<file path="src/rsa_pkg.sv">
// Package for the radial spectrum averager: field widths, function and
// register codes, payload structs and reset values.
// No dependencies.
`default_nettype none

package rsa_pkg;

  localparam int MAX_BINS_DEF = 64;

  localparam int FUNC_W     = 2;
  localparam int BIN_W      = 6;
  localparam int RAD_W      = 18;
  localparam int DIST_W     = 18;
  localparam int VAL_W      = 32;
  localparam int STEP_W     = 18;
  localparam int BINS_W     = 7;
  localparam int SUM_W      = 52;
  localparam int CNT_W      = 21;
  localparam int REG_W      = 1;
  localparam int CFG_DATA_W = 18;
  localparam int DIV_CNT_W  = 5;

  localparam logic [FUNC_W-1:0] FUNC_LOAD   = 2'd0;
  localparam logic [FUNC_W-1:0] FUNC_SAMPLE = 2'd1;
  localparam logic [FUNC_W-1:0] FUNC_FINISH = 2'd2;

  localparam logic [REG_W-1:0] REG_STEP = 1'b0;
  localparam logic [REG_W-1:0] REG_BINS = 1'b1;

  localparam logic [STEP_W-1:0] STEP_RESET = 18'd256;
  localparam logic [BINS_W-1:0] BINS_RESET = 7'd64;

  localparam logic [SUM_W-1:0] SUM_MAX = {SUM_W{1'b1}};
  localparam logic [CNT_W-1:0] CNT_MAX = {CNT_W{1'b1}};

  typedef struct packed {
    logic [FUNC_W-1:0] func;
    logic [BIN_W-1:0]  bin_index;
    logic [RAD_W-1:0]  radius;
    logic [DIST_W-1:0] distance;
    logic [VAL_W-1:0]  sample_value;
  } item_t;

  typedef struct packed {
    logic [BIN_W-1:0] out_bin;
    logic [VAL_W-1:0] average;
    logic             empty_bin;
    logic             last;
  } result_t;

  typedef struct packed {
    logic [SUM_W-1:0] sum;
    logic [CNT_W-1:0] cnt;
  } acc_entry_t;

endpackage

`default_nettype wire

</file>
<file path="src/rsa_acc_mem.sv">
// Per-bin sum and count memory with registered read; valid bits make
// entries read as zero after reset or a clear until first written.
// Depends on rsa_pkg.
`default_nettype none

module rsa_acc_mem
  import rsa_pkg::*;
#(
  parameter int DEPTH = MAX_BINS_DEF,
  parameter int AW    = 6
) (
  input  wire logic          clk,
  input  wire logic          rst,
  input  wire logic          clr,
  input  wire logic          we,
  input  wire logic [AW-1:0] waddr,
  input  wire acc_entry_t    wdata,
  input  wire logic [AW-1:0] raddr,
  output acc_entry_t         rdata
);

  acc_entry_t       mem [DEPTH];
  logic [DEPTH-1:0] valid;
  acc_entry_t       raw;
  logic             raw_valid;

  always_ff @(posedge clk) begin
    if (rst) begin
      valid     <= '0;
      raw_valid <= 1'b0;
    end else begin
      // drop every entry at once; a write in the same cycle only clears
      if (clr) begin
        valid <= '0;
      end else if (we) begin
        valid[waddr] <= 1'b1;
      end
      raw_valid <= valid[raddr];
    end
  end

  always_ff @(posedge clk) begin
    if (we) begin
      mem[waddr] <= wdata;
    end
    raw <= mem[raddr];
  end

  assign rdata = raw_valid ? raw : '0;

endmodule

`default_nettype wire

</file>
<file path="config.mk">
export PLATFORM = sky130hd
export DESIGN_NAME = rsa_acc_mem
export DESIGN_NICKNAME = d
export VERILOG_FILES = /design/src/rsa_pkg.sv /design/src/rsa_acc_mem.sv
export SDC_FILE = /design/constraint.sdc
export NUM_CORES = 2
export LEC_CHECK = 0
export BUFFER_PORTS_ARGS = -buffer_cell sky130_fd_sc_hd__buf_4
export CELL_PAD_IN_SITES_DETAIL_PLACEMENT = 1
export CELL_PAD_IN_SITES_GLOBAL_PLACEMENT = 2
export CORE_ASPECT_RATIO = 0.9
export CORE_MARGIN = 8
export CORE_UTILIZATION = 50
export CTS_CLUSTER_DIAMETER = 200
export DETAILED_ROUTE_END_ITERATION = 10
export PLACE_DENSITY = 0.82
export SYNTH_ARGS = -nofsm -noshare
export SYNTH_HDL_FRONTEND = slang
export SYNTH_MEMORY_MAX_BITS = 65536
export SYNTH_SLANG_ARGS = --single-unit
</file>
<file path="constraint.sdc">
create_clock -name clk -period 9.68 [get_ports clk]
set_clock_uncertainty 0.05 [all_clocks]
set_input_delay 0.968 -clock clk [delete_from_list [all_inputs] [get_ports clk]]
set_output_delay 0.968 -clock clk [all_outputs]
set_load 0.03 [all_outputs]
</file>
# After elaboration in Yosys (flattened, before gate mapping)
# Memory sizes are Yosys's and may differ from the RTL's. A register that Yosys moved wholly into a read port is not among the register bits.
# Index checks and enable logic that the tools add are counted.
# classes
order_cmp	3
mux	7
bitwise	1
reduce_logical	2
# ops
operator	n
2-to-1 mux 73 bit	1
bitwise OR 64 bit	1
< comparator 6 x 7 -> 1 bit, second input constant	2
binary-select mux 1 bit (select 6 bit)	1
demux 1 bit (select 6 bit)	1
greater-or-equal comparator 6 x 1 -> 1 bit, second input constant	1
2-to-1 mux 1 bit	4
OR reduction 2 bit	1
logical AND 1 bit	1
# word_totals
regBits	65
mem_bits_rw	4672
input_bits	89
output_inout_bits	73
wordCells	16
mem_count	1
# mem_list
memory	depth	word_bits	rd	rd_clocked_by_memory_dff	write_ports	line_no	source
mem	64	73	1	1	1	rsa_acc_mem.sv:22	acc_entry_t mem [DEPTH];

# Logic depth before layout (Yosys ltp)
# logic_depth
ltp_word	5
depth_mapped	11
mapped_depth_nobuf	4

# Worst setup path before layout
# No wires, ideal clock.
# synth_path
path_type	input-to-reg
from	input port we
to	memory mem[40][0] (netlist name), enable pin
arrival_ns	6.410
slack_ns	2.623
cell_stages	3
path_cell_list	nor2b_1 -> nand2_1 -> nor3_1
# synth_between
elab_chain_cells	2
# synth_lines
item	line_no	source
start, declared	rsa_acc_mem.sv:15	input wire logic we,
2-to-1 mux 1 bit	rsa_acc_mem.sv:43	if (we) begin
2-to-1 mux 1 bit (implied by the code)	rsa_acc_mem.sv:44	mem[waddr] <= wdata;
end, declared	rsa_acc_mem.sv:22	
# Every way passes these cells.

# Final worst setup path
# layout_path
from	input port waddr[1]
to	memory mem[32][57] (netlist name), enable pin
# layout_rtl
item	line_no	source
start, declared	rsa_acc_mem.sv:16	input wire logic [AW-1:0] waddr,
# No word-level cell before the write port.

==> out/metrics.csv <==
stage;metric;value;unit
placed_design;I/O Buffers;161;
clock_network;CTS tree;yes;
pwr;Power, Total;0.0431;W
logic_synthesis;post-synthesis mux area share;17.5;%
grt;largest net degree at the start of global routing;121;
placed_design;GPL Wtd Cong;0.773;
logic_synthesis;largest family of logic cells by synthesized area;multiplexers;
final_layout;final core utilization;56.6;%
logic_synthesis;Mapped Nets;7565;
logic_synthesis;syn_area_per_cell;24.2;um2
sta;setup TNS;0;ns
logic_synthesis;adder-cell share of the synthesized area;0;%
clock_network;worst-skew pair later-pin latency;0.98;ns
floorplanning;die span in x;651;um
drt;WL per Instance;39.6;um
logic_synthesis;mapped cell area;181000;um2
grt;total grt overflow;0;
floorplanning;Die ar.;382000;um2
drt;Total Routed Length;517000;um
logic_synthesis;Post-synth EDFFs;4672;
floorplanning;initial core utilization;50.3;%
grt;Total GRT Usage;26.5;%
drt;DRT Pass-1 Iters;6;
grt;vias in the first global route;91500;
critical_path;Crit path largest cell delay;1.11;ns
drt;post-DR vias/cell;6.76;
worst_hold_path;Tightest Hold Check Type;input pin to register;
critical_path;CP most frequent cell;buf_4;
pwr;power per cell area;211;nW/um2
logic_synthesis;xor and xnor area share after synthesis;0;%
drt;Iter 0 DRT Violations;13000;
sta;Slew HR;12.0;%
sta;Worst Tran Pin Value;1.32;ns
clock_network;H-tree Lvls;5;
critical_path;critical path's top delay family;simple AND/OR/NAND/NOR gates;
final_layout;share of cells above drive strength 1;29.4;%
critical_path;worst path required time;10.26;ns
logic_synthesis;FFs w/ async S/R, synth;0;%
critical_path;CP max stage cell;nor2_4;
critical_path;critical path, cell by cell;buf_4 -> nor2b_1 -> nand2_1 -> nor2_4 -> buf_4 -> buf_4;
sta;min cycle time layout;4.37;ns
final_layout;Area Overhead vs Synth;12.6;%
floorplanning;die height;587;um
final_layout;fill count;29500;
logic_synthesis;dominant synthesized flop cell;edfxtp_1;
sta;worst setup margin;5.31;ns
critical_path;r2r setup slk;7.38;ns
critical_path;CP Launch Type;input pin;
logic_synthesis;Yosys Warn Count;0;
flow_run;# Max-Cap Violations;0;
status;status;complete, no violations;
placed_design;DP Worst Slack;4.40;ns
final_layout;most frequent cells in the layout;edfxtp_1, mux4_2, clkbuf_16, buf_4, mux2i_1;
sta;RSZ-0062 raised after global routing;false;
clock_network;Post-CTS Hold Buffers;0;
final_layout;Reg area;143000;um2
floorplanning;FP Rows;209;
placed_design;DP HPWL;261000;um
clock_network;Root Buffer;clkbuf_16;
sta;Tcrit/Tclk final;45.1;%
sta;Final Max Tran Viols;0;
floorplanning;Core ar.;361000;um2
logic_synthesis;sequential share of the synthesized area;78.9;%
logic_synthesis;Cells after Synth;7476;
grt;first-pass GRT wire length;717000;um
logic_synthesis;FF+latch count, synth;4810;
clock_network;post-cts gate resize count;0;
logic_synthesis;Compound-Gate Fraction of Synth Area;1.99;%
final_layout;post-route cell area;204000;um2
pwr;worst vdd ir;0.000183;V
critical_path;CP Class;input pin to register;
critical_path;CP Buf/Inv Count;3;
floorplanning;IO Pins;162;
sta;final setup fails;0;
grt;initial antenna violation count;29;
critical_path;worst-path maximum fanout;28;
logic_synthesis;post-synthesis simple-gate area fraction;0.562;%
drt;via count;88200;
clock_network;post-CTS setup buffers;0;
critical_path;Worst Setup End Kind;register;
final_layout;commonest non-fill, non-tap cell in the layout;edfxtp_1;
logic_synthesis;post-synth cell types;35;
sta;final hold vios;0;
final_layout;area of the multi-input gates;36900;um2
critical_path;WP data arrival;4.95;ns
pwr;LEAKAGE;63.9;nW
clock_network;sink count of the clock tree;4810;
sta;fmax;229;MHz
clock_network;CTS Buf Count;456;
final_layout;Nets;7971;
drt;Antenna Nets Post-Route;0;
drt;Post-route DRC;0;
clock_network;CTS clock-pin slew for the worst setup and hold paths;0.06;ns
placed_design;Area after DPL;189000;um2
clock_network;clock buffer depth;4;
==> sequential cells by signal (all words and copies together), names as in the netlist <==
name       count
mem         4672
raw           73
raw_valid      1
valid         64
==> final timing paths <==
kind,depth (start not counted),from,endpoint
min,3,rst,raw_valid
max,6,waddr[1],mem[32][57]
max reg2reg,4,mem[0][54],raw[54]
min reg2reg,1,valid[63],valid[63]
==> power breakdown <==
| part | internal, W | switching (W) |
|---|---|---|
| logic | 0.000754 | 0.00119 |
| clock network | 0.0103 | 0.00779 |
| registers | 0.0230 | 0.0000950 |
==> final cells by class <==
class | count | share of cell area, %
Tap cell | 4747 | 2.91
Multi-Input combinational cell | 2249 | 18.1
Antenna cell | 22 | 0.0270
Clock buffer | 623 | 6.20
Inverter | 1 | 0.00184
Clock inverter | 233 | 1.20
Sequential cell | 4810 | 70.1
Timing Repair Buffer | 364 | 1.54
==> layer usage <==
metal / GRT usage [%] / wire length (um)
met1: 36.8 / 192000
met2: 42.1 / 246000
met3: 5.48 / 58800
met4: 9.55 / 20200
met5: 0 / 57
==> stage by stage <==
stage / cells / hold slack, ns
final: 13000 / 0.400
after global routing: 13000 / 0.403
after CTS: 13000 / 0.342
after detailed placement: 12200 / 0.403
after global placement: 12200 / 0.391
after floorplan: 7476 / 0.385
==> cell families (layout without fill, tap and decap cells) <==
family | count (synthesis) | count (layout)
flops | 4810 | 4810
mux | 1553 | 1553
compound gates | 501 | 501
buf+inv | 417 | 1221
simple gates | 195 | 195
other cells | 0 | 22
==> worst register-to-register path, stage by stage, from the launching register on <==
cell and delay [ns]:
edfxtp_1 0.39, mux4_2 0.47, mux4_2 0.49, o22ai_1 0.65, a21oi_1 0.09
==> synth_stat cells (2+ instances only) <==
cell,instances,share of area [%]
a211o_1,52,0.25
a21oi_1,73,0.20
a221oi_1,45,0.22
a22o_1,44,0.21
a22oi_1,23,0.095
and2_0,2,0.0069
and2_1,75,0.26
and3b_1,2,0.0097
buf_1,47,0.097
buf_2,117,0.32
buf_4,44,0.18
buf_6,7,0.043
clkbuf_1,201,0.42
dfxtp_1,138,1.5
edfxtp_1,4672,77
mux2_2,22,0.14
mux2i_1,244,1.3
mux4_2,1287,16
nand2_1,14,0.029
nand2b_1,9,0.031
nand3_1,5,0.014
nand3b_1,3,0.012
nor2_1,67,0.14
nor2b_1,9,0.031
nor3_1,4,0.011
o21a_1,64,0.27
o21ai_0,22,0.061
o22a_1,51,0.25
o22ai_1,125,0.43
or2_2,2,0.0069
or3b_2,2,0.0097
(Power assumes the default switching activity.)
