[config.mk]
export PLATFORM = sky130hd
export DESIGN_NAME = rsa_radius_mem
export DESIGN_NICKNAME = d
export VERILOG_FILES = /design/src/rsa_pkg.sv /design/src/rsa_radius_mem.sv
export SDC_FILE = /design/constraint.sdc
export NUM_CORES = 1
export LEC_CHECK = 0
export ABC_AREA = 0
export BUFFER_PORTS_ARGS = -buffer_cell sky130_fd_sc_hd__buf_2
export CAP_MARGIN = 20
export CORE_ASPECT_RATIO = 1.1
export CORE_UTILIZATION = 40
export DETAILED_ROUTE_END_ITERATION = 8
export PLACE_DENSITY_LB_ADDON = 0.25
export SYNTH_ARGS = -nofsm -noshare
export SYNTH_HDL_FRONTEND = slang
export SYNTH_SLANG_ARGS = --single-unit
[constraint.sdc]
create_clock -name clk -period 4.5 [get_ports clk]
set_clock_uncertainty 0.1 [all_clocks]
set_input_delay 0.225 -clock clk [delete_from_list [all_inputs] [get_ports clk]]
set_output_delay 0.225 -clock clk [all_outputs]
set_load 0.01 [all_outputs]
[src/rsa_pkg.sv]
// Package for the radial spectrum averager: field widths, function and
// register codes, payload structs and reset values.
// No dependencies.
`default_nettype none

package rsa_pkg;

  localparam int MAX_BINS_DEF = 64;

  localparam int FUNC_W     = 2;
  localparam int BIN_W      = 6;
  localparam int RAD_W      = 18;
  localparam int DIST_W     = 18;
  localparam int VAL_W      = 32;
  localparam int STEP_W     = 18;
  localparam int BINS_W     = 7;
  localparam int SUM_W      = 52;
  localparam int CNT_W      = 21;
  localparam int REG_W      = 1;
  localparam int CFG_DATA_W = 18;
  localparam int DIV_CNT_W  = 5;

  localparam logic [FUNC_W-1:0] FUNC_LOAD   = 2'd0;
  localparam logic [FUNC_W-1:0] FUNC_SAMPLE = 2'd1;
  localparam logic [FUNC_W-1:0] FUNC_FINISH = 2'd2;

  localparam logic [REG_W-1:0] REG_STEP = 1'b0;
  localparam logic [REG_W-1:0] REG_BINS = 1'b1;

  localparam logic [STEP_W-1:0] STEP_RESET = 18'd256;
  localparam logic [BINS_W-1:0] BINS_RESET = 7'd64;

  localparam logic [SUM_W-1:0] SUM_MAX = {SUM_W{1'b1}};
  localparam logic [CNT_W-1:0] CNT_MAX = {CNT_W{1'b1}};

  typedef struct packed {
    logic [FUNC_W-1:0] func;
    logic [BIN_W-1:0]  bin_index;
    logic [RAD_W-1:0]  radius;
    logic [DIST_W-1:0] distance;
    logic [VAL_W-1:0]  sample_value;
  } item_t;

  typedef struct packed {
    logic [BIN_W-1:0] out_bin;
    logic [VAL_W-1:0] average;
    logic             empty_bin;
    logic             last;
  } result_t;

  typedef struct packed {
    logic [SUM_W-1:0] sum;
    logic [CNT_W-1:0] cnt;
  } acc_entry_t;

endpackage

`default_nettype wire

[src/rsa_radius_mem.sv]
// Bin radius table: one write port, one registered read port.
// Depends on rsa_pkg.
`default_nettype none

module rsa_radius_mem
  import rsa_pkg::*;
#(
  parameter int DEPTH = MAX_BINS_DEF,
  parameter int AW    = 6
) (
  input  wire logic             clk,
  input  wire logic             we,
  input  wire logic [AW-1:0]    waddr,
  input  wire logic [RAD_W-1:0] wdata,
  input  wire logic [AW-1:0]    raddr,
  output logic      [RAD_W-1:0] rdata
);

  logic [RAD_W-1:0] mem [DEPTH];

  always_ff @(posedge clk) begin
    if (we) begin
      mem[waddr] <= wdata;
    end
    rdata <= mem[raddr];
  end

endmodule

`default_nettype wire

* Word level (Yosys, flattened, before mapping) *
Memories as Yosys holds them, arrays and structs flattened. A register that Yosys moved wholly into a read port is not among the register bits.
Index checks and enable logic that the tools add are counted.

storage, ports and cells
  register bits = 0
  latch bits = 0
  RAM bits = 1152
  memory bits (read-only) = 0
  output and inout port bits = 18
  memories kept = 1

memory list
  memory  words  bits a word  read ports  clocked after memory_dff  write ports  line                  source
  mem     64     18           1           1                         1            rsa_radius_mem.sv:19  logic [RAD_W-1:0] mem [DEPTH];

operators by class
  add/subtract/negate cells = 0
  multiply operators = 0
  divide/modulo/power cells = 0
  $lt $le $gt $ge = 0
  equal/unequal tests = 0
  shift-type cells = 0
  muxes and demuxes = 2
  bitwise gates (word level) = 0
  reduce and logical (&&, ||, !) cells = 0

operators with widths
  cell     number
  $mux W1  2

* Longest topological paths before layout *
Gate-level depths: netlist of run 1.

  depth in word-level cells = 2
  depth in mapped cells = 9

* Worst setup path after synthesis of run 1 *
OpenSTA, ideal clock, no wires.

  kind = in2reg
  start point = in waddr[3]
  end point = mem mem[48][0] (enable)
  data arrival time = 2.011 ns
  data required time = 3.984 ns
  path slack = 1.973 ns
  stages = 4
  buffers on the path = 1
  path through = clkbuf_1 > nor2b_1 > nand4b_1 > nor3_1

RTL lines
  item                line                  source
  start: declaration  rsa_radius_mem.sv:13  input wire logic [AW-1:0] waddr,
  end: declaration    rsa_radius_mem.sv:19

Straight into the memory's write port.

==> implementation parameters, run 1 <==
Parameter                              Value

Place
  Number of instances in the placed design    roughly 3,500
  Number of I/O port buffers    49
  Final RePlAce weighted congestion    about 0.81
  Placed standard-cell area    between 40,000 and 50,000 um2
  Post-placement worst setup slack    1.17 ns
  DPL Wire Length    63,200 um

Route
  Average routed wire per standard cell    just under 30 um
  Detailed-route via count    20,851
  Vias/cell    about 5.6
  Router iterations before antenna repair    5
  Antenna-violating nets left    0
  Initial DRC Count    1,873
  Total wire length    ~110,000 um
  DRC    0

Worst setup path
  Critical Path Sink Type    flop
  Critical Path Slowest Stage Cell    sky130_fd_sc_hd__a211oi_1
  Crit-path leading delay family    compound AO/OA/AOI/OAI gates
  CP Cell Sequence    dlygate4sd3_1 -> buf_4 -> nand2b_1 -> buf_4 -> nor2_1 -> a211oi_1 -> o21ai_1 -> o21ai_1
  Setup slack, reg-to-reg    1.95 ns
  Reg-to-Reg Start    mem[27][7]
  Largest fanout on the critical path    24
  Crit path largest cell delay    between 0.8 and 0.9 ns
  Worst EP arrival    3.51 ns
  Critical path launch point type    input port
  Critical setup path kind    input port to flop
  Startpoint of the most critical setup path    raddr[3]
  Worst Path Buf+Inv    3
  Worst Path Required    5.02 ns

Clock network
  Buffers inserted during post-CTS setup optimization    0
  Hold_buf cts    7
  Clock insertion delay at the later pin of the skew report    roughly 0.7 ns
  Clock transition at path regs    0.07 ns
  CTS Root Cell    sky130_fd_sc_hd__clkbuf_16
  Number of cells upsized or downsized after cts    0
  Sinks on Clock Net    1,170
  Number of buffers created by CTS    about 120
  Worst-case clock buffer depth    3
  TritonCTS clock tree    built
  Number of levels the H-tree was split into    3

Floorplan
  Die Y    352 um
  FP Rows    128
  Die area    113,000 um2
  Chip Width    320 um
  Top Ports    50
  Starting Density    40.3%
  Placeable Area    111,000 um2

Outcome
  Outcome    finished, final reports clean

STA
  Setup repair after global routing missed its margin    no
  Slack of the critical path    roughly 1.5 ns
  Setup violations, final    0
  Post-route setup TNS    0 ns
  Worst max-slew margin expressed relative to the limit    27.4%
  Final-layout worst hold slack    0.103 ns
  Worst slew pin tran    around 1.1 ns
  Achievable clock frequency    335 MHz
  Number of pins exceeding their max-slew limit in the final report    0
  Final hold violation count    0
  Fin crit period    2.99 ns
  Tcrit/Tclk final    66.4%

Synth
  Number of distinct library cells after synthesis    34
  Portion of the post-synthesis area used by sequential elements    78.3%
  Mapped cell area    44,600 um2
  Cells taking the most area after synthesis    sky130_fd_sc_hd__edfxtp_1 (78%), sky130_fd_sc_hd__mux4_2 (15%), sky130_fd_sc_hd__mux2i_1 (1.3%)
  Library cell with the largest summed area after synthesis    sky130_fd_sc_hd__edfxtp_1
  Net count of the mapped netlist    1,989
  Gate count after technology mapping    around 2,000
  Proportion of netlist area held by the largest area contributor    around 78%
  Post-Synthesis Mean Instance Area    around 23 um2
  Register bit total from synthesis    1,170
  Yosys warning count    0

Cells and area
  Area growth syn-to-layout    14.7%
  Finished layout cell area    about 51,000 um2
  Non-Filler Instances    3,736
  Final layout net count    about 2,200
  Fin util    46.3%
  Share of layout cells above drive strength 1    31.1%

GRT
  Initial antenna violation count    14
  Largest net degree at the start of global routing    67
  Overflow after GRT    0
  First-pass GRT wire length    159,000 um
  Number of global-route vias before repair    ~22,000
  Tot GR Track Use    between 10% and 20%

Power and ir drop
  Overall power    22.8 mW
  Static Leakage    approximately 16 nW
  Worst voltage drop across the vdd grid    476 uV
  Power per cell area    444 nW/um2

Min path
  Type of the most critical hold path    input port to flop
  HP Start    waddr[2]

Flow run
  Max-cap violations    0
==> logic make-up (layout without fill, tap and decap cells) <==
kind of cell,Yosys count,in the layout,share of synthesized area (%)
flip-flops,1170,1170,78.3
multiplexers,372,372,16.8
AND/OR/NAND/NOR,168,168,1.69
AO/OA/AOI/OAI,140,140,1.81
buffers and inverters,107,388,1.37
other,0,3,0
==> area by class of cell <==
| class | count | area [um2] |
|---|---|---|
| antenna | 3 | 7.51 |
| clock buffer | 137 | 3000 |
| clock inverter | 78 | 719 |
| fill | 9080 | 59500 |
| multi-input combinational | 680 | 9220 |
| sequential | 1170 | 35000 |
| tap | 1495 | 1870 |
| timing repair buffer | 173 | 1430 |
==> state kept, by name, indices dropped and copies added, names as in the netlist <==
signal,cells
mem,1152
rdata,18
==> layer usage <==
layer	routed length, um	GRT usage, %	vias to the layer above
met5	91	0	-
met4	3100	6.41	14
met3	6620	3.61	159
met2	56100	33.3	650
met1	44200	26.0	11354
li1	-	-	8674
==> power by group <==
part | total, mW | internal (mW) | switching, mW
clock network | 9.53 | 5.49 | 4.04
registers | 12.1 | 12.1 | 0.0489
logic | 1.11 | 0.418 | 0.697
==> tightest hold or removal path, stage by stage <==
cell and delay, ns:
sky130_fd_sc_hd__buf_2 0.17, sky130_fd_sc_hd__nand2b_1 0.15, sky130_fd_sc_hd__nor2_2 0.16
==> layout by cell type (no fill, tap or decap), types with 26 or more instances in the layout <==
| cell type | Yosys | final |
|---|---|---|
| sky130_fd_sc_hd__nor2_2 | 0 | 54 |
| sky130_fd_sc_hd__buf_2 | 33 | 44 |
| sky130_fd_sc_hd__clkbuf_16 | 0 | 117 |
| sky130_fd_sc_hd__edfxtp_1 | 1152 | 1152 |
| sky130_fd_sc_hd__a21oi_1 | 30 | 30 |
| sky130_fd_sc_hd__o21ai_0 | 35 | 35 |
| sky130_fd_sc_hd__mux4_2 | 300 | 300 |
| sky130_fd_sc_hd__mux2i_1 | 60 | 60 |
| sky130_fd_sc_hd__buf_4 | 19 | 98 |
| sky130_fd_sc_hd__clkinv_1 | 0 | 34 |
| sky130_fd_sc_hd__nor2_1 | 90 | 34 |
| sky130_fd_sc_hd__o22ai_1 | 26 | 26 |
==> synth_stat cells (all sizes together) <==
cell type,instances
edfxtp,1152
mux4,300
nor2,90
buf,66
mux2i,60
o21ai,56
clkbuf,41
a21oi,30
o22ai,26
nand2,22
dfxtp,18
a211oi,17
nor3,13
mux2,12
or3,12
nand3,9
nand2b,6
nor2b,6
a22oi,5
nand3b,4
nand4,2
or3b,2
a31oi,1
nand4b,1
o211a,1
o211ai,1
o31ai,1
o32a,1
o32ai,1
or2,1
==> worst paths after layout <==
path | endpoint | cells past startpoint
setup / recovery | rdata[11] | 8
hold / removal | mem[53][3] | 3
setup reg to reg | rdata[7] | 5
hold reg to reg | rdata[3] | 4
No activity file was read; power rests on OpenSTA's default activity.
==> run 2, diff against run 1 <==
- clock period: 4.5 -> 3 ns (I/O delays scaled with it)
==> implementation parameters, run 2 (synthesis gave the netlist of run 1 again) <==
Parameter                              Value

Worst setup path
  Endpoint of the lowest-slack register-to-register path    rdata[4]
  Worst Path Buf+Inv    4 (+1)
  Critical path launch point type    input port
  Worst EP arrival    2.91 ns (-0.60 ns)
  Critical Path Sink Type    flop
  Count of cell instances traversed by the critical path    9 (+1)
  Crit-path leading delay family    buffers and inverters
  Startpoint of the most critical setup path    raddr[3]
  Crit path largest cell delay    0.62 ns (-0.21 ns)
  Critical setup path kind    input port to flop
  R2R depth    6 (+1)
  Worst Path Required    3.47 ns (-1.55 ns)
  Largest fanout on the critical path    26 (+8.3%)
  Critical Path Slowest Stage Cell    sky130_fd_sc_hd__o21ai_0
  CP endpoint    rdata[4]
  CP Cell Sequence    dlygate4sd3_1 -> buf_4 -> nand2b_1 -> buf_12 -> o21ai_0 -> a21oi_1 -> o21ai_0 -> buf_4 -> o21ai_1
  Reg-to-Reg Start    mem[21][4]
  Setup slack, reg-to-reg    0.65 ns (-1.30 ns)

Clock network
  Worst-case clock buffer depth    3 (unchanged)
  TritonCTS clock tree    built
  Clock transition at path regs    0.06 ns (about the same)
  CTS Root Cell    sky130_fd_sc_hd__clkbuf_16
  Clock insertion delay at the later pin of the skew report    0.72 ns (+0.02 ns)
  Number of levels the H-tree was split into    3 (unchanged)
  Sinks on Clock Net    1,170 (unchanged)
  Number of buffers created by CTS    116 (+0.87%)
  Number of cells upsized or downsized after cts    0 (unchanged)

Place
  Number of I/O port buffers    49 (unchanged)
  Final RePlAce weighted congestion    0.836 (+3.4%)
  Placed standard-cell area    47,800 um2 (+1.1%)
  DPL Wire Length    68,400 um (+8.2%)
  Number of instances in the placed design    3,565 (+1.8%)

Floorplan
  FP Rows    128 (unchanged)
  Placeable Area    111,000 um2 (unchanged)
  Die Y    352 um (unchanged)
  Die area    113,000 um2 (unchanged)
  Top Ports    50 (unchanged)
  Starting Density    40.3% (unchanged)
  Chip Width    320 um (unchanged)

Cells and area
  Final layout net count    2,239 (+3.1%)
  Leading cell types in the layout, fill and taps excluded    sky130_fd_sc_hd__edfxtp_1 (1,152), sky130_fd_sc_hd__mux4_2 (300), sky130_fd_sc_hd__buf_4 (156)
  Most common library cell in the layout ignoring fill and taps    sky130_fd_sc_hd__edfxtp_1
  Fin util    46.7% (+0.42 points)
  Largest Register    mem
  Number of fill cells    9,107 (+0.30%)
  Largest registers ranked by flip-flop count    mem (1152), rdata (18)
  Max reg flops    1,152 (unchanged)
  Register Area    35,000 um2 (unchanged)
  Area growth syn-to-layout    15.8%
  Share of layout cells above drive strength 1    32.9% (+1.8 points)
  Multi-input gate area in the final layout    9200 um2 (-0.14%)
  Non-Filler Instances    3,804 (+1.8%)
  Finished layout cell area    51,700 um2 (+0.90%)

Route
  Detailed-route via count    21,287 (+2.1%)
  Total wire length    113,000 um (+3.0%)
  Initial DRC Count    2,250 (+20%)
  DRC    0 (unchanged)
  Router iterations before antenna repair    5 (unchanged)
  Vias/cell    5.60 (+0.27%)
  Antenna-violating nets left    0 (unchanged)
  Average routed wire per standard cell    29.8 um (+1.2%)

GRT
  Number of global-route vias before repair    22,324 (+2.8%)
  Largest net degree at the start of global routing    65 (-3.0%)
  Initial antenna violation count    11 (-3)
  Tot GR Track Use    20.2% (+0.45 points)
  First-pass GRT wire length    161,000 um (+1.8%)
  Overflow after GRT    0 (unchanged)

Power and ir drop
  Power per cell area    656 nW/um2 (+48%)
  Worst voltage drop across the vdd grid    466 uV (-2.2%)
  Static Leakage    16.3 nW (+2.0%)
  Overall power    33.9 mW (+49%)

STA
  Fin crit period    2.45 ns
  Post-route setup TNS    0 ns (unchanged)
  Setup violations, final    0 (unchanged)
  Number of pins exceeding their max-slew limit in the final report    0 (unchanged)
  Achievable clock frequency    ~400 MHz
  Setup repair after global routing missed its margin    no
  Tcrit/Tclk final    81.5%
  Worst slew pin tran    1.05 ns (-0.0284 ns)
  Final hold violation count    0 (unchanged)
  Worst max-slew margin expressed relative to the limit    30.1% (+2.7 points)

Min path
  Type of the most critical hold path    input port to flop

Outcome
  Outcome    finished, final reports clean

Flow run
  Max-cap violations    0 (unchanged)
==> run 2: cell count changes in the layout (fill, tap and decap cells not counted), moves of 5 or more <==
cell	before	now
sky130_fd_sc_hd__buf_4	98	156
sky130_fd_sc_hd__clkinv_1	34	26
sky130_fd_sc_hd__buf_12	13	20
sky130_fd_sc_hd__clkbuf_8	0	6
sky130_fd_sc_hd__dlygate4sd3_1	10	16
sky130_fd_sc_hd__buf_8	7	2
sky130_fd_sc_hd__bufinv_16	13	8
==> run 2: worst min-delay path by stage <==
stage | slack [ns] | depth (start not counted) | from | to
global route | 0.03 | 1 | wdata[14] | mem[13][14]
floorplan | 0.15 | 0 | wdata[0] | mem[0][0]
detailed placement | 0.46 | 1 | rdata[16] | rdata[16]
finish | 0.02 | 2 | wdata[0] | mem[59][0]
CTS | 0.03 | 3 | waddr[1] | mem[48][1]
global placement | 0.45 | 1 | rdata[16] | rdata[16]
==> run 2: report_power, final <==
part	total [mW]	switching (mW)	leakage (nW)	internal (mW)
sequential	18.2	0.0716	10.5	18.1
clock	13.9	6.01	1.78	7.91
combinational	1.79	1.10	4.00	0.690
==> run 2: stage by stage <==
step | hold WS [ns] | setup WS, ns
floorplan | 0.149 | 0.548
finish | 0.0176 | 0.555
CTS | 0.0264 | 0.579
global placement | 0.452 | -0.00643
global route | 0.0284 | 0.497
detailed placement | 0.459 | 0.0425
==> run 2: layout make-up <==
| cell class | instances | area share (%) |
|---|---|---|
| diodes | 7 | 0.0339 |
| clock buffers | 146 | 5.95 |
| well taps | 1495 | 3.62 |
| clock inverters | 67 | 1.07 |
| repair buffers | 239 | 3.86 |
| multi-input cells | 680 | 17.8 |
| flip-flops and latches | 1170 | 67.7 |
==> run 2: timing repair <==
action	CTS	global route
endpoints found under the hold margin	202	82
hold buffers	13	3
setup buffers	0	0
==> run 2: worst register-to-register path, stage by stage (launching register included) <==
cell	delay, ns
sky130_fd_sc_hd__edfxtp_1	0.37
sky130_fd_sc_hd__mux4_2	0.44
sky130_fd_sc_hd__o21ai_0	0.27
sky130_fd_sc_hd__a21oi_1	0.11
sky130_fd_sc_hd__o21ai_0	0.62
sky130_fd_sc_hd__buf_4	0.23
sky130_fd_sc_hd__o21ai_1	0.07
==> run 2: metal layers <==
layer	share of wire (%)	global-route usage (%)	vias to the layer above
met5	0.054	0	-
met1	39	26.2	11540
met2	50	33.9	757
met3	7.8	4.63	173
li1	-	-	8807
met4	2.8	6.47	10
