`config.mk`:
```
export PLATFORM = sky130hd
export DESIGN_NAME = rsa_divider
export DESIGN_NICKNAME = d
export VERILOG_FILES = /design/src/rsa_pkg.sv /design/src/rsa_divider.sv
export SDC_FILE = /design/constraint.sdc
export NUM_CORES = 1
export LEC_CHECK = 0
export BUFFER_PORTS_ARGS = -buffer_cell sky130_fd_sc_hd__buf_2
export CAP_MARGIN = 20
export CORE_MARGIN = 2
export CORE_UTILIZATION = 49
export DETAILED_ROUTE_END_ITERATION = 6
export PLACE_DENSITY_LB_ADDON = 0.1
export SYNTH_ARGS = -nofsm -noshare
export SYNTH_HDL_FRONTEND = slang
export SYNTH_SLANG_ARGS = --single-unit
```
`constraint.sdc`:
```
create_clock -name clk -period 2.92 [get_ports clk]
set_input_delay 0.584 -clock clk [delete_from_list [all_inputs] [get_ports clk]]
set_output_delay 0.584 -clock clk [all_outputs]
set_load 0.02 [all_outputs]
```
`src/rsa_pkg.sv`:
```
// Package for the radial spectrum averager: field widths, function and
// register codes, payload structs and reset values.
// No dependencies.
`default_nettype none

package rsa_pkg;

  localparam int MAX_BINS_DEF = 64;

  localparam int FUNC_W     = 2;
  localparam int BIN_W      = 6;
  localparam int RAD_W      = 18;
  localparam int DIST_W     = 18;
  localparam int VAL_W      = 32;
  localparam int STEP_W     = 18;
  localparam int BINS_W     = 7;
  localparam int SUM_W      = 52;
  localparam int CNT_W      = 21;
  localparam int REG_W      = 1;
  localparam int CFG_DATA_W = 18;
  localparam int DIV_CNT_W  = 5;

  localparam logic [FUNC_W-1:0] FUNC_LOAD   = 2'd0;
  localparam logic [FUNC_W-1:0] FUNC_SAMPLE = 2'd1;
  localparam logic [FUNC_W-1:0] FUNC_FINISH = 2'd2;

  localparam logic [REG_W-1:0] REG_STEP = 1'b0;
  localparam logic [REG_W-1:0] REG_BINS = 1'b1;

  localparam logic [STEP_W-1:0] STEP_RESET = 18'd256;
  localparam logic [BINS_W-1:0] BINS_RESET = 7'd64;

  localparam logic [SUM_W-1:0] SUM_MAX = {SUM_W{1'b1}};
  localparam logic [CNT_W-1:0] CNT_MAX = {CNT_W{1'b1}};

  typedef struct packed {
    logic [FUNC_W-1:0] func;
    logic [BIN_W-1:0]  bin_index;
    logic [RAD_W-1:0]  radius;
    logic [DIST_W-1:0] distance;
    logic [VAL_W-1:0]  sample_value;
  } item_t;

  typedef struct packed {
    logic [BIN_W-1:0] out_bin;
    logic [VAL_W-1:0] average;
    logic             empty_bin;
    logic             last;
  } result_t;

  typedef struct packed {
    logic [SUM_W-1:0] sum;
    logic [CNT_W-1:0] cnt;
  } acc_entry_t;

endpackage

`default_nettype wire

```
`src/rsa_divider.sv`:
```
// Restoring divider, one quotient bit per cycle, for a quotient known to
// fit VAL_W bits (remainder start below the divisor).
// Depends on rsa_pkg.
`default_nettype none

module rsa_divider
  import rsa_pkg::*;
(
  input  wire logic             clk,
  input  wire logic             rst,
  input  wire logic             start,
  input  wire logic [CNT_W-1:0] rem_init,
  input  wire logic [VAL_W-1:0] dividend_lo,
  input  wire logic [CNT_W-1:0] divisor,
  output logic                  done,
  output logic      [VAL_W-1:0] quotient
);

  logic                 running;
  logic [DIV_CNT_W-1:0] step_cnt;
  logic [CNT_W-1:0]     rem;
  logic [CNT_W-1:0]     divisor_q;
  logic [VAL_W-1:0]     shreg;
  logic [CNT_W:0]       trial;
  logic [CNT_W:0]       diff;
  logic                 ge;
  logic [CNT_W-1:0]     rem_next;

  assign trial    = {rem, shreg[VAL_W-1]};
  assign ge       = trial >= {1'b0, divisor_q};
  assign diff     = trial - {1'b0, divisor_q};
  assign rem_next = ge ? diff[CNT_W-1:0] : trial[CNT_W-1:0];
  assign quotient = shreg;

  always_ff @(posedge clk) begin
    if (rst) begin
      running  <= 1'b0;
      done     <= 1'b0;
      step_cnt <= '0;
    end else begin
      done <= 1'b0;
      if (start) begin
        running  <= 1'b1;
        step_cnt <= '0;
      end else if (running) begin
        if (step_cnt == DIV_CNT_W'(VAL_W - 1)) begin
          running <= 1'b0;
          done    <= 1'b1;
        end
        step_cnt <= step_cnt + DIV_CNT_W'(1);
      end
    end
  end

  // quotient bits shift in where dividend bits shift out
  always_ff @(posedge clk) begin
    if (start) begin
      rem       <= rem_init;
      shreg     <= dividend_lo;
      divisor_q <= divisor;
    end else if (running) begin
      rem   <= rem_next;
      shreg <= {shreg[VAL_W-2:0], ge};
    end
  end

endmodule

`default_nettype wire

```
* Word-level counts from Yosys, hierarchy flattened
Index checks and enable logic that the tools add are counted. W data, S select, Z words.
Storage, ports and cells: output and inout port bits 33, word-level logic and storage cells 23, bits of input ports 77, register bits after elaboration 81
Cells by class: mux-type cells 9, bitwise logic cells 1, reduce and logical (&&, ||, !) cells 3, add/sub/neg operators 2, magnitude comparators 1, equality and inequality tests 1
Operator list (number):
- $mux W32 | 2
- $mux W21 | 3
- $ge A22 B21 Y1 | 1
- $sub A21 B21 Y21 | 1
- $add A5 B1 Y5 const B | 1
- $eq A5 B5 Y1 const B | 1
- $mux W1 | 4
- $reduce_or A3 Y1 | 1
- $reduce_bool A2 Y1 | 1
- $reduce_or A2 Y1 | 1
- $not A1 Y1 | 1

* Longest topological paths before layout
Gate-level depths: netlist of the first run.
word-level depth 4, depth in mapped cells 13, depth with buffers taken out 11

* Least setup slack after synthesis of the first run
No wires, ideal clock.
path kind register to register, start point reg shreg[31] (netlist: quotient[31]), end point reg rem[14], data pin, setup slack -279 ps, stages on the path, launching flop included 12, data required time 2660 ps, buffers on the path 0, data arrival time 2939 ps, setup time 260 ps, cells stage by stage edfxtp_1 inv_1 ha_1 inv_1 fa_1 a21o_1 a221o_1 a21oi_1 a21oi_1 a2111oi_4 mux2_2 mux2_2
On the way: word-level cells in the longest chain between the ends 4, elaborated cells between the ends (all ways) 5, classes of those cells add/sub: 1; order compare: 1; mux: 3
RTL lines:
- from (decl) | line rsa_divider.sv:23 | logic [VAL_W-1:0] shreg;
- from (signal assigned) | line rsa_divider.sv:59 | shreg <= dividend_lo;
- from (signal assigned) | line rsa_divider.sv:63 | shreg <= {shreg[VAL_W-2:0], ge};
- $sub A21 B21 Y21 or $ge A22 B21 Y1 (tied branches) | line rsa_divider.sv:31, rsa_divider.sv:30
- $mux W21 * | line rsa_divider.sv:32 | assign rem_next = ge ? diff[CNT_W-1:0] : trial[CNT_W-1:0];
- $mux W21 * | line rsa_divider.sv:61 | end else if (running) begin
- $mux W21 * | line rsa_divider.sv:57 | if (start) begin
- to (signal assigned) | line rsa_divider.sv:58 | rem <= rem_init;
- to (signal assigned) | line rsa_divider.sv:62 | rem <= rem_next;
- to (decl) | line rsa_divider.sv:21 | logic [CNT_W-1:0] rem;
Mark *: on every way between the ends. The rest lies on a longest branch, timed or not. The select of a mux whose other input is x is not followed. A chain may end at the register's enable or synchronous reset.

* Final worst setup path of the first run
Same ends and word-level chain as after synthesis.

==> metrics.md, run 1 <==
| Metric | Value |
|---|---|
| Run status | `complete, but fails checks` |
| Violated checks | `negative setup slack` |
| Worst vdd ir | `between 0.3 and 0.4 mV` |
| Cells after Synth | `396` |
| Post-place instance area | `5316 um^2` |
| Die Outline Area | `slightly above 10,000 um^2` |
| Initial Utilization | `50.03%` |
| Fraction of the mapped netlist area in compound gates | `12.38%` |
| Buffer levels on the longest clock path | `2` |
| Worst slack, placed | `-0.1703 ns` |
| Combined area of all synthesized cells | `4579 um^2` |
| Number of nets with antenna violations after routing | `0` |
| CP Launch Type | `flop` |
| Antenna violations before repair | `1` |
| Width of the die | `100.7 um` |
| Total setup violations reported at the end of the flow | `16` |
| Worst slew pin tran | `about 0.56 ns` |
| Top cell type by total area after synthesis | `sky130_fd_sc_hd__edfxtp_1` |
| Share of the core filled with cells in the final layout | `a little under two thirds` |
| Half-perimeter wire length after placement | `7152 um` |
| Initial DRC count | `a little over 80` |
| Cell chosen for the clock root | `sky130_fd_sc_hd__clkbuf_8` |
| Antenna Diode Count | `0` |
| Pin count of the biggest net entering global routing | `69` |
| Final cycle utilization of the critical path | `105.1%` |
| Top post-synthesis cells by count | `sky130_fd_sc_hd__edfxtp_1, sky130_fd_sc_hd__mux2_2, sky130_fd_sc_hd__nand2_1` |
| Max-Cap Viols | `0` |
| Maximum frequency from static timing analysis | `approximately 330 MHz` |
| Iteration count of the initial detailed-routing pass | `4` |
| Final Max Slew Viols | `0` |
| Growth of design area from synthesis to finish | `26.67%` |
| CTS clk-pin slew, worst paths | `roughly 0.09 ns` |
| Count of warnings emitted by yosys | `0` |
| Post-route minimum period | `3.068 ns` |
| Area of all placed cells without fillers | `~5800 um^2` |
| Category of the worst setup path capture point | `flop` |
| Detailed-route DRC error count | `0` |
| Placement row count | `35` |
| Hold buffer count at CTS | `0` |
| Simple-gate area share of the yosys netlist | `about 11%` |
| Total nets after synthesis | `497` |
| Flip-flop and latch count after synthesis | `81` |
| Share of the yosys chip area belonging to registers | `between 50% and 60%` |
| Total clock buffers created by CTS | `9` |
| Ports placed on the boundary | `110` |
| Latest clock arrival within the worst-skew pair | `between 0.3 and 0.4 ns` |
| Post-synth EDFFs | `74` |
| Type of the worst setup path | `reg -> reg` |
| Die outline height | `between 100 and 150 um` |
| RSZ-0062 raised after global routing | `yes` |
| Vias after detailed routing | `3,508` |
| Top post-synthesis cells by area | `sky130_fd_sc_hd__edfxtp_1, sky130_fd_sc_hd__mux2_2, sky130_fd_sc_hd__ha_1` |
| Async set-reset flop share out of synthesis | `0%` |
| CTS sink cnt | `a little over 80` |
| Number of global-route vias before repair | `about 3,500` |
| Relative slew margins | `a little over three fifths` |
| H-tree Lvls | `3` |
| Data required time of the worst path | `just over 3 ns` |
| Yosys top cell area share | `between 40% and 50%` |
| Hold Vio Cnt, Final | `0` |
| GR Util All Layers | `a little over a fifth` |
| Xor-xnor portion of the synthesized cell area | `3.825%` |
| Share of layout cells above drive strength 1 | `roughly 40%` |
| Setup ws final | `-0.1484 ns` |
| Synthesized-area fraction occupied by adder cells | `6.721%` |
| Port bufs | `~110` |
| Data arrival, critical path | `3.19 ns` |
| Wire length per cell | `15.66 um` |
| Most instantiated library cell after synthesis | `sky130_fd_sc_hd__edfxtp_1` |
| Clock tree from TritonCTS | `yes` |
| Global route overflow | `0` |
| Final RePlAce weighted congestion | `just under 0.9` |
| Worst-path maximum fanout | `3` |
| Number of nets in the layout | `between 600 and 700` |
| Mean Syn Cell Area | `11.56 um^2` |
| Multiplexer share of the synthesized area | `9.891%` |
| Dominant combinational cell family by area after synthesis | `compound AO/OA/AOI/OAI gates` |
| Classification of the worst-slack hold path | `in -> reg` |
| Number of distinct library cells after synthesis | `between 40 and 50` |
| Vias per Instance | `roughly 5.4` |
| Clock tree skew after final layout | `roughly 0.010 ns` |
| Primary flip-flop cell chosen by synthesis mapping | `sky130_fd_sc_hd__edfxtp_1` |
| Standby leakage power | `0.002469 uW` |
| Final Routed Wirelength | `roughly 10,000 um` |
| Final Power | `approximately 4400 uW` |
| Wire length of the first global-routing pass | `16,530 um` |
| Power density normalized to cell area | `about 760 nW/um^2` |
| Area of the core | `just over 9000 um^2` |
routing by layer:
metal  GRT usage (%)  vias to the layer above  part of all wire, %
li1                -                     1744                    -
met4           5.796                        0                  1.1
met3           5.895                       10                  5.6
met5               0                        -                    0
met2           34.15                       90                   49
met1           27.10                     1664                   45
flip-flops by register name, summed over array words and instances (netlist names):
| signal | count |
|---|---|
| divisor_q | 21 |
| quotient | 32 |
| step_cnt | 5 |
| done | 1 |
| running | 1 |
| rem | 21 |
cells in the final DEF (no fill, tap or decap), types with 6 or more instances in the layout:
master,Yosys,layout
sky130_fd_sc_hd__nor2b_1,11,11
sky130_fd_sc_hd__a21oi_1,26,21
sky130_fd_sc_hd__edfxtp_1,74,74
sky130_fd_sc_hd__xor2_1,12,12
sky130_fd_sc_hd__a221o_1,8,8
sky130_fd_sc_hd__clkbuf_8,0,9
sky130_fd_sc_hd__dfxtp_1,7,7
sky130_fd_sc_hd__mux2_2,34,32
sky130_fd_sc_hd__xnor2_1,8,8
sky130_fd_sc_hd__nand3b_1,7,7
sky130_fd_sc_hd__o311ai_0,7,6
sky130_fd_sc_hd__nor2_1,16,15
sky130_fd_sc_hd__buf_4,1,26
sky130_fd_sc_hd__inv_1,25,23
sky130_fd_sc_hd__ha_1,23,19
sky130_fd_sc_hd__nand2_1,31,31
sky130_fd_sc_hd__o21ai_0,13,13
sky130_fd_sc_hd__nor3_1,9,7
sky130_fd_sc_hd__mux2i_1,7,7
sky130_fd_sc_hd__nand4_1,7,7
sky130_fd_sc_hd__buf_2,5,108
final cells by class:
cell class	instances	area (um^2)
clock buffer	9	123.9
clock inverter	7	106.4
fill	775	3352
inverter	25	93.84
multi-input combinational	267	2088
sequential	81	2362
tap	111	138.9
timing repair buffer	144	887.1
repair_timing:
action / in CTS / in global routing
pin swaps: 2 / 8
resized for setup: 10 / 19
gates cloned: 1 / 0
buffers inserted: 7 / 10
setup endpoints to repair: 15 / 22
hold endpoints to repair: 0 / 0
logic make-up (layout without fill, tap and decap cells):
| group | Yosys count | count (layout) |
|---|---|---|
| muxes | 41 | 41 |
| and+or+nand+nor | 99 | 99 |
| xor gates and xnor gates | 20 | 20 |
| AOI/OAI and AO/OA | 83 | 83 |
| adders and majority gates | 24 | 24 |
| buffers and inverters | 48 | 185 |
| DFF | 81 | 81 |
critical path: stages (launching register included):
cell	delay [ns]
sky130_fd_sc_hd__edfxtp_1	0.42
sky130_fd_sc_hd__inv_2	0.10
sky130_fd_sc_hd__ha_4	0.14
sky130_fd_sc_hd__inv_2	0.03
sky130_fd_sc_hd__fa_2	0.33
sky130_fd_sc_hd__a21o_1	0.18
sky130_fd_sc_hd__a221o_1	0.35
sky130_fd_sc_hd__a21oi_2	0.22
sky130_fd_sc_hd__a21oi_2	0.10
sky130_fd_sc_hd__a2111oi_4	0.22
sky130_fd_sc_hd__buf_4	0.20
sky130_fd_sc_hd__mux2_4	0.29
sky130_fd_sc_hd__mux2_2	0.25
report_power, final:
| group | switching [uW] | total, uW | internal [uW] | leakage (uW) |
|---|---|---|---|---|
| logic | 929 | 1830 | 903 | 0.00155 |
| registers | 97.6 | 1590 | 1490 | 0.000798 |
| clock network | 465 | 964 | 499 | 0.000117 |
final timing paths:
check	from	slack [ns]	cells after the start	endpoint
worst max-delay path	quotient[31]	-0.15	12	rem[14]
worst min register to register	step_cnt[4]	0.51	2	step_cnt[4]
worst min-delay path	rst	0.39	2	running
worst max register to register	quotient[31]	-0.15	12	rem[14]
stage by stage:
stage | hold slack, ns | setup TNS (ns) | std cells
after CTS | 0.3698 | -0.6168 | 634
after detailed placement | 0.4924 | -1.209 | 610
after floorplan | 0.4672 | -0.5945 | 396
after global placement | 0.4834 | -0.2679 | 610
final | 0.3858 | -1.181 | 644
after global routing | 0.3740 | -3.803 | 644
No activity file was read; power rests on OpenSTA's default activity.
==> inputs of run 2 (changes only) <==
--- a/config.mk
+++ b/config.mk
@@ -11,6 +11,7 @@
 export CORE_UTILIZATION = 49
 export DETAILED_ROUTE_END_ITERATION = 6
 export PLACE_DENSITY_LB_ADDON = 0.1
+export REMOVE_ABC_BUFFERS = 1
 export SYNTH_ARGS = -nofsm -noshare
 export SYNTH_HDL_FRONTEND = slang
 export SYNTH_SLANG_ARGS = --single-unit
==> run 2 against run 1 <==
  * The flow still finishes with violations (negative setup slack)
  * Critical path depth did not move
  * Hold slack improved by 0.0054 ns
  * Clock skew increased by 0.0026 ns
  * Global-route usage down 0.51 points
  * Core utilization down 1.2 points
  * Critical endpoint unchanged
  * Sequential share of layout area rose by 0.81 points
  * Clock-buffer cell count increased by 1
  * Combinational power fell by 8%
  * Clock power is 5% higher
  * Wire length is 1.8% lower
  * Non-clock buffer count is 11 lower
==> metrics.md, run 2 (synthesis results as in run 1) <==
| Metric | Value |
|---|---|
| CP Launch Type | `flop` |
| Category of the worst setup path capture point | `flop` |
| Number of nets with antenna violations after routing | `0 (unchanged)` |
| FF+latch area | `2362 um^2 (unchanged)` |
| Post-route minimum period | `2.948 ns (-0.1209 ns)` |
| RSZ-0062 raised after global routing | `yes` |
| Leading cell type in the layout, fill and taps excluded | `sky130_fd_sc_hd__buf_2` |
| Cell-by-cell trace of the critical path | `inv_2, ha_4, inv_2, fa_2, a21o_1, a221o_1, a21oi_2, a21oi_2, a2111oi_4, buf_4, mux2_4, mux2_2` |
| Worst vdd ir | `0.3616 mV (+0.39%)` |
| Hold buffer count at CTS | `0 (unchanged)` |
| Stages on the worst setup path | `12 (unchanged)` |
| Multi-input logic area | `2091 um^2 (+0.12%)` |
| Worst slew pin tran | `0.6006 ns (+0.04364 ns)` |
| Type of the worst setup path | `reg -> reg` |
| Die outline height | `100.7 um (unchanged)` |
| CTS sink cnt | `81 (unchanged)` |
| Worst hold margin | `0.3912 ns (+0.005418 ns)` |
| Count of cells along the worst hold path | `2 (unchanged)` |
| Half-perimeter wire length after placement | `6906 um (-3.4%)` |
| Setup TNS | `-0.03482 ns (+1.146 ns)` |
| Family of cells with the greatest summed delay on the critical path | `compound AO/OA/AOI/OAI gates` |
| Growth of design area from synthesis to finish | `24.21%` |
| Cell chosen for the clock root | `sky130_fd_sc_hd__clkbuf_8` |
| Number of nets in the layout | `618 (-1.7%)` |
| Post-place instance area | `5275 um^2 (-0.78%)` |
| Placement row count | `35 (unchanged)` |
| Power density normalized to cell area | `754.2 nW/um^2 (-0.14%)` |
| Count of non-filler cells in the finished layout | `633 (-1.7%)` |
| Vias after detailed routing | `3,461 (-1.3%)` |
| Final cycle utilization of the critical path | `100.9% (-4.1 points)` |
| Total clock buffers created by CTS | `9 (unchanged)` |
| Wire length of the first global-routing pass | `16,370 um (-1.0%)` |
| Standby leakage power | `0.002403 uW (-2.7%)` |
| Max FFs per register | `32 (unchanged)` |
| Data required time of the worst path | `3.03 ns (about the same)` |
| Total setup violations reported at the end of the flow | `3 (-13)` |
| Largest stage delay, worst path | `0.40 ns (-0.02 ns)` |
| Placed Cells incl. Taps | `608 (-0.33%)` |
| Die Outline Area | `10,140 um^2 (unchanged)` |
| Wire length per cell | `15.65 um (about the same)` |
| Initial DRC count | `185 (+130%)` |
| Final Max Slew Viols | `0 (unchanged)` |
| Buffer levels on the longest clock path | `2 (unchanged)` |
| Width of the die | `100.7 um (unchanged)` |
| Worst slack, placed | `-0.3085 ns (-0.1382 ns)` |
| Number of global-route vias before repair | `3,508 (-0.28%)` |
| Worst-path maximum fanout | `4 (+1)` |
| Violated checks | `negative setup slack` |
| Final Routed Wirelength | `9905 um (-1.8%)` |
| Number of buffer and inverter stages on the critical path | `3 (unchanged)` |
| Pin count of the biggest net entering global routing | `55 (-20%)` |
| GR Util All Layers | `20.32% (-0.51 points)` |
| Worst Reg-to-Reg Cells | `12 (unchanged)` |
| Antenna Diode Count | `0 (unchanged)` |
| Port bufs | `109 (unchanged)` |
| Max-Cap Viols | `0 (unchanged)` |
| Latest clock arrival within the worst-skew pair | `0.36 ns (about the same)` |
| Iteration count of the initial detailed-routing pass | `4 (unchanged)` |
| Commonest cells after routing, fill and taps aside | `sky130_fd_sc_hd__buf_2, sky130_fd_sc_hd__edfxtp_1, sky130_fd_sc_hd__mux2_2, sky130_fd_sc_hd__nand2_1, sky130_fd_sc_hd__inv_1` |
| H-tree Lvls | `3 (unchanged)` |
| Antenna violations before repair | `0 (-1)` |
| Data arrival, critical path | `3.06 ns (-0.13 ns)` |
| CTS clk-pin slew, worst paths | `0.09 ns (about the same)` |
| Run status | `complete, but fails checks` |
| Hold Vio Cnt, Final | `0 (unchanged)` |
| Ports placed on the boundary | `110 (unchanged)` |
| Clock tree from TritonCTS | `yes` |
| Layout filler cell count | `757 (-2.3%)` |
| Relative slew margins | `59.96% (-2.9 points)` |
| Vias per Instance | `5.468 (+0.37%)` |
| Maximum frequency from static timing analysis | `339.3 MHz (+4.1%)` |
| Area of the core | `9153 um^2 (unchanged)` |
| Classification of the worst-slack hold path | `in -> reg` |
| Area of all placed cells without fillers | `5688 um^2 (-1.9%)` |
| Crit path max-delay cell type | `sky130_fd_sc_hd__edfxtp_1` |
| Detailed-route DRC error count | `0 (unchanged)` |
| Setup ws final | `-0.02750 ns (+0.1209 ns)` |
| Clock tree skew after final layout | `0.01302 ns (+0.002650 ns)` |
| Final RePlAce weighted congestion | `0.8894 (+2.0%)` |
| Global route overflow | `0 (unchanged)` |
| Initial Utilization | `50.03% (unchanged)` |
| Share of layout cells above drive strength 1 | `38.89% (-1.6 points)` |
==> run 2: cell count changes in the layout (fill, tap and decap cells not counted), sizes merged <==
| cell | before | now |
|---|---|---|
| bufinv | 2 | 3 |
| buf | 144 | 133 |
| inv | 29 | 26 |
| clkbuf | 9 | 10 |
| clkinvlp | 0 | 1 |
==> run 2: layer usage <==
layer / track usage [%] / vias to the layer above / part of all wire [%]
met5: 0 / - / 0
met4: 5.163 / 0 / 1.3
met3: 5.617 / 14 / 4.9
met2: 32.21 / 86 / 47
met1: 27.67 / 1639 / 47
li1: - / 1722 / -
==> run 2: power by group <==
group / leakage (uW) / switching [uW] / internal, uW
Sequential: 0.000798 / 95.5 / 1490
Combinational: 0.00149 / 908 / 784
Clock: 0.000117 / 441 / 573
Total: 0.00240 / 1450 / 2850
==> run 2: layout make-up <==
cell class              instances  share of cell area (%)
inverters                      25                   1.650
clock buffers                  10                   2.244
flip-flops and latches         81                   41.53
multi-input cells             267                   36.76
clock inverters                 6                   2.024
well taps                     111                   2.442
repair buffers                133                   13.35
==> run 2: what timing repair did <==
| item | CTS | global route |
|---|---|---|
| setup endpoints to repair | 22 | 21 |
| cloned | 1 | 0 |
| buffers inserted | 9 | 1 |
| resized for setup | 11 | 16 |
| pin swaps | 8 | 4 |
==> run 2: metrics by stage <==
| step | util [%] | power (uW) |
|---|---|---|
| 2_1_floorplan | - | 2640 |
| 3_3_place_gp | 57.64 | 3076 |
| 3_5_place_dp | 57.64 | 3097 |
| 4_1_cts | 61.48 | 4242 |
| 5_1_grt | 62.15 | 4553 |
| 6_report | 62.15 | 4290 |
==> run 2: path summary, 6_finish.rpt <==
check               startpoint          end  slack (ns)
setup / recovery  quotient[31]      rem[14]       -0.03
hold / removal             rst      running        0.39
setup reg to reg  quotient[31]      rem[14]       -0.03
hold reg to reg    step_cnt[4]  step_cnt[4]        0.52
==> run 2: worst register-to-register path, stage by stage (launching register included) <==
cell,delay [ns]
sky130_fd_sc_hd__edfxtp_1,0.40
sky130_fd_sc_hd__inv_2,0.09
sky130_fd_sc_hd__ha_4,0.13
sky130_fd_sc_hd__inv_2,0.04
sky130_fd_sc_hd__fa_2,0.35
sky130_fd_sc_hd__a21o_1,0.19
sky130_fd_sc_hd__a221o_1,0.33
sky130_fd_sc_hd__a21oi_2,0.17
sky130_fd_sc_hd__a21oi_2,0.09
sky130_fd_sc_hd__a2111oi_4,0.18
sky130_fd_sc_hd__buf_4,0.19
sky130_fd_sc_hd__mux2_4,0.30
sky130_fd_sc_hd__mux2_2,0.25
==> inputs of run 3 (changes only) <==
--- a/config.mk
+++ b/config.mk
@@ -8,9 +8,9 @@
 export BUFFER_PORTS_ARGS = -buffer_cell sky130_fd_sc_hd__buf_2
 export CAP_MARGIN = 20
 export CORE_MARGIN = 2
-export CORE_UTILIZATION = 49
+export CORE_UTILIZATION = 54
 export DETAILED_ROUTE_END_ITERATION = 6
-export PLACE_DENSITY_LB_ADDON = 0.1
+export PLACE_DENSITY = 0.82
 export REMOVE_ABC_BUFFERS = 1
 export SYNTH_ARGS = -nofsm -noshare
 export SYNTH_HDL_FRONTEND = slang
==> constraint.sdc (replaced) <==
create_clock -name clk -period 3.2 [get_ports clk]
set_input_delay 0.64 -clock clk [delete_from_list [all_inputs] [get_ports clk]]
set_output_delay 0.64 -clock clk [all_outputs]
set_load 0.02 [all_outputs]
==> run 3 against run 2 <==
  * The run now ends clean
  * Clock-buffer cell count is 1 higher
  * Hold slack better by 0.062 ns
  * Final cell count is 1.9% lower
  * Maximum frequency is 7.2% lower
  * Clock skew is 0.0032 ns lower
  * Power is 14% lower
  * Critical path type unchanged
  * Highest routed layer unchanged
==> metrics.md, run 3 (synthesis results as in run 1) <==
| Metric | Value |
|---|---|
| Run status | `complete, no violations` |
| Worst slack, placed | `-0.1231 ns (+0.1854 ns)` |
| Wire length of the first global-routing pass | `15,370 um (-6.1%)` |
| Max-Cap Viols | `0 (unchanged)` |
| Number of buffer and inverter stages on the critical path | `3 (unchanged)` |
| Half-perimeter wire length after placement | `7086 um (+2.6%)` |
| Relative slew margins | `58.19% (-1.8 points)` |
| Placement row count | `33 (-5.7%)` |
| Number of nets in the layout | `612 (-0.97%)` |
| CTS sink cnt | `81 (unchanged)` |
| Max FFs per register | `32 (unchanged)` |
| Global route overflow | `0 (unchanged)` |
| Commonest cells after routing, fill and taps aside | `sky130_fd_sc_hd__buf_2, sky130_fd_sc_hd__edfxtp_1, sky130_fd_sc_hd__mux2_2, sky130_fd_sc_hd__nand2_1, sky130_fd_sc_hd__a21oi_1` |
| Die Outline Area | `9233 um^2 (-8.9%)` |
| Detailed-route DRC error count | `0 (unchanged)` |
| Wire length per cell | `16.08 um (+2.8%)` |
| Iteration count of the initial detailed-routing pass | `4 (unchanged)` |
| Width of the die | `96.09 um (-4.6%)` |
| Final RePlAce weighted congestion | `0.8811 (-0.93%)` |
| Area of all placed cells without fillers | `5544 um^2 (-2.5%)` |
| Pin count of the biggest net entering global routing | `63 (+15%)` |
| Antenna Diode Count | `0 (unchanged)` |
| Final Max Slew Viols | `0 (unchanged)` |
| Largest stage delay, worst path | `0.50 ns (+0.10 ns)` |
| Hold Vio Cnt, Final | `0 (unchanged)` |
| Type of the worst setup path | `reg -> reg` |
| Hold buffer count at CTS | `0 (unchanged)` |
| Die outline height | `96.09 um (-4.6%)` |
| Family of cells with the greatest summed delay on the critical path | `compound AO/OA/AOI/OAI gates` |
| Total setup violations reported at the end of the flow | `0 (-3)` |
| Maximum frequency from static timing analysis | `315.0 MHz (-7.2%)` |
| Layout filler cell count | `660 (-13%)` |
| Clock tree from TritonCTS | `yes` |
| Data required time of the worst path | `3.31 ns (+0.28 ns)` |
| Setup TNS | `0 ns (+0.03482 ns)` |
| Ports placed on the boundary | `110 (unchanged)` |
| Cell chosen for the clock root | `sky130_fd_sc_hd__clkbuf_8` |
| Cell-by-cell trace of the critical path | `inv_2, ha_4, inv_2, fa_2, a21o_1, a221o_1, a21oi_2, a21oi_2, a2111oi_4, buf_6, mux2i_1, mux2_2` |
| Worst vdd ir | `0.3504 mV (-3.1%)` |
| GR Util All Layers | `21.60% (+1.3 points)` |
| H-tree Lvls | `3 (unchanged)` |
| Worst slew pin tran | `0.6272 ns (+0.02651 ns)` |
| Clock tree skew after final layout | `0.009846 ns (-0.003178 ns)` |
| Initial Utilization | `55.73% (+5.7 points)` |
| Post-place instance area | `5238 um^2 (-0.71%)` |
| CP Launch Type | `flop` |
| Number of global-route vias before repair | `3,331 (-5.0%)` |
| Setup ws final | `0.02519 ns (+0.05269 ns)` |
| CTS clk-pin slew, worst paths | `0.09 ns (about the same)` |
| Total clock buffers created by CTS | `9 (unchanged)` |
| Final Routed Wirelength | `9987 um (+0.83%)` |
| Initial DRC count | `182 (-1.6%)` |
| Category of the worst setup path capture point | `flop` |
| Number of nets with antenna violations after routing | `0 (unchanged)` |
| Vias per Instance | `5.602 (+2.5%)` |
| RSZ-0062 raised after global routing | `yes` |
| Final cycle utilization of the critical path | `99.21% (-1.7 points)` |
| Data arrival, critical path | `3.29 ns (+0.23 ns)` |
| Vias after detailed routing | `3,479 (+0.52%)` |
| Share of layout cells above drive strength 1 | `36.63% (-2.3 points)` |
| Classification of the worst-slack hold path | `in -> reg` |
| Area of the core | `8217 um^2 (-10%)` |
| Antenna violations before repair | `0 (unchanged)` |
| Post-route minimum period | `3.175 ns (+0.2273 ns)` |
| Latest clock arrival within the worst-skew pair | `0.36 ns (about the same)` |
| Crit path max-delay cell type | `sky130_fd_sc_hd__a2111oi_4` |
| Leading cell type in the layout, fill and taps excluded | `sky130_fd_sc_hd__buf_2` |
| Power density normalized to cell area | `669.3 nW/um^2 (-11%)` |
| Worst hold margin | `0.4531 ns (+0.06189 ns)` |
| Buffer levels on the longest clock path | `2 (unchanged)` |
| Port bufs | `109 (unchanged)` |
| Growth of design area from synthesis to finish | `21.07%` |
| Worst-path maximum fanout | `12 (+8)` |
| Standby leakage power | `0.002351 uW (-2.2%)` |
## run 3: changes by cell type in the layout (fill, tap and decap cells not counted), moves of 2 or more
cell	delta
sky130_fd_sc_hd__bufinv_16	-2
sky130_fd_sc_hd__ha_1	+2
sky130_fd_sc_hd__a21oi_1	+2
sky130_fd_sc_hd__ha_2	-2
sky130_fd_sc_hd__buf_2	+2
sky130_fd_sc_hd__buf_4	-6
## run 3: path summary, 6_finish.rpt
| check | start | to | depth (start not counted) | slack, ns |
|---|---|---|---|---|
| worst min-delay path | divisor[2] | divisor_q[2] | 1 | 0.45 |
| worst max-delay path | quotient[31] | rem[0] | 12 | 0.03 |
| worst min register to register | step_cnt[4] | step_cnt[4] | 2 | 0.53 |
| worst max register to register | quotient[31] | rem[0] | 12 | 0.03 |
## run 3: cell type report
| cell class | count | area (um^2) | area share [%] |
|---|---|---|---|
| clock inverter | 5 | 60.06 | 1.083 |
| tap | 105 | 131.4 | 2.370 |
| sequential | 81 | 2362 | 42.61 |
| multi-input combinational | 267 | 2046 | 36.90 |
| clock buffer | 11 | 152.6 | 2.753 |
| timing repair buffer | 127 | 698.2 | 12.59 |
| inverter | 25 | 93.84 | 1.693 |
## run 3: timing repair
item,4_1_cts,5_1_grt
buffers inserted,0,5
gates resized for setup,1,13
cloned,1,1
pin swaps,1,5
endpoints found under the hold margin,0,0
setup endpoints to repair,9,21
## run 3: where the power goes
group | leakage [uW] | internal (uW) | switching (uW)
combinational | 0.00145 | 646 | 816
sequential | 0.000798 | 1360 | 83.9
clock | 0.000105 | 413 | 395
total | 0.00235 | 2420 | 1290
## run 3: worst reg2reg max path, delay by kind of cell, from the launching register on
family	cells	cell delay, ns
compound gates	5	1.30
fa+ha+maj	2	0.47
buf+inv	3	0.39
flops	1	0.41
mux	2	0.37
## run 3: per-layer routing
| metal | share of wire (%) | up-vias | wire, um | global-route usage [%] |
|---|---|---|---|---|
| met5 | 0 | - | 0 | 0 |
| met4 | 1.3 | 0 | 125 | 6.071 |
| met3 | 5.0 | 10 | 495 | 4.933 |
| met2 | 50 | 99 | 5035 | 36.92 |
| met1 | 43 | 1665 | 4331 | 27.42 |
| li1 | - | 1705 | - | - |
## run 3: per-stage QoR
stage / util, % / power, uW / cells
2_1_floorplan: - / 2409 / 373
3_3_place_gp: 63.74 / 2766 / 598
3_5_place_dp: 63.74 / 2804 / 598
4_1_cts: 66.44 / 3641 / 615
5_1_grt: 67.47 / 3913 / 621
6_report: 67.47 / 3711 / 621
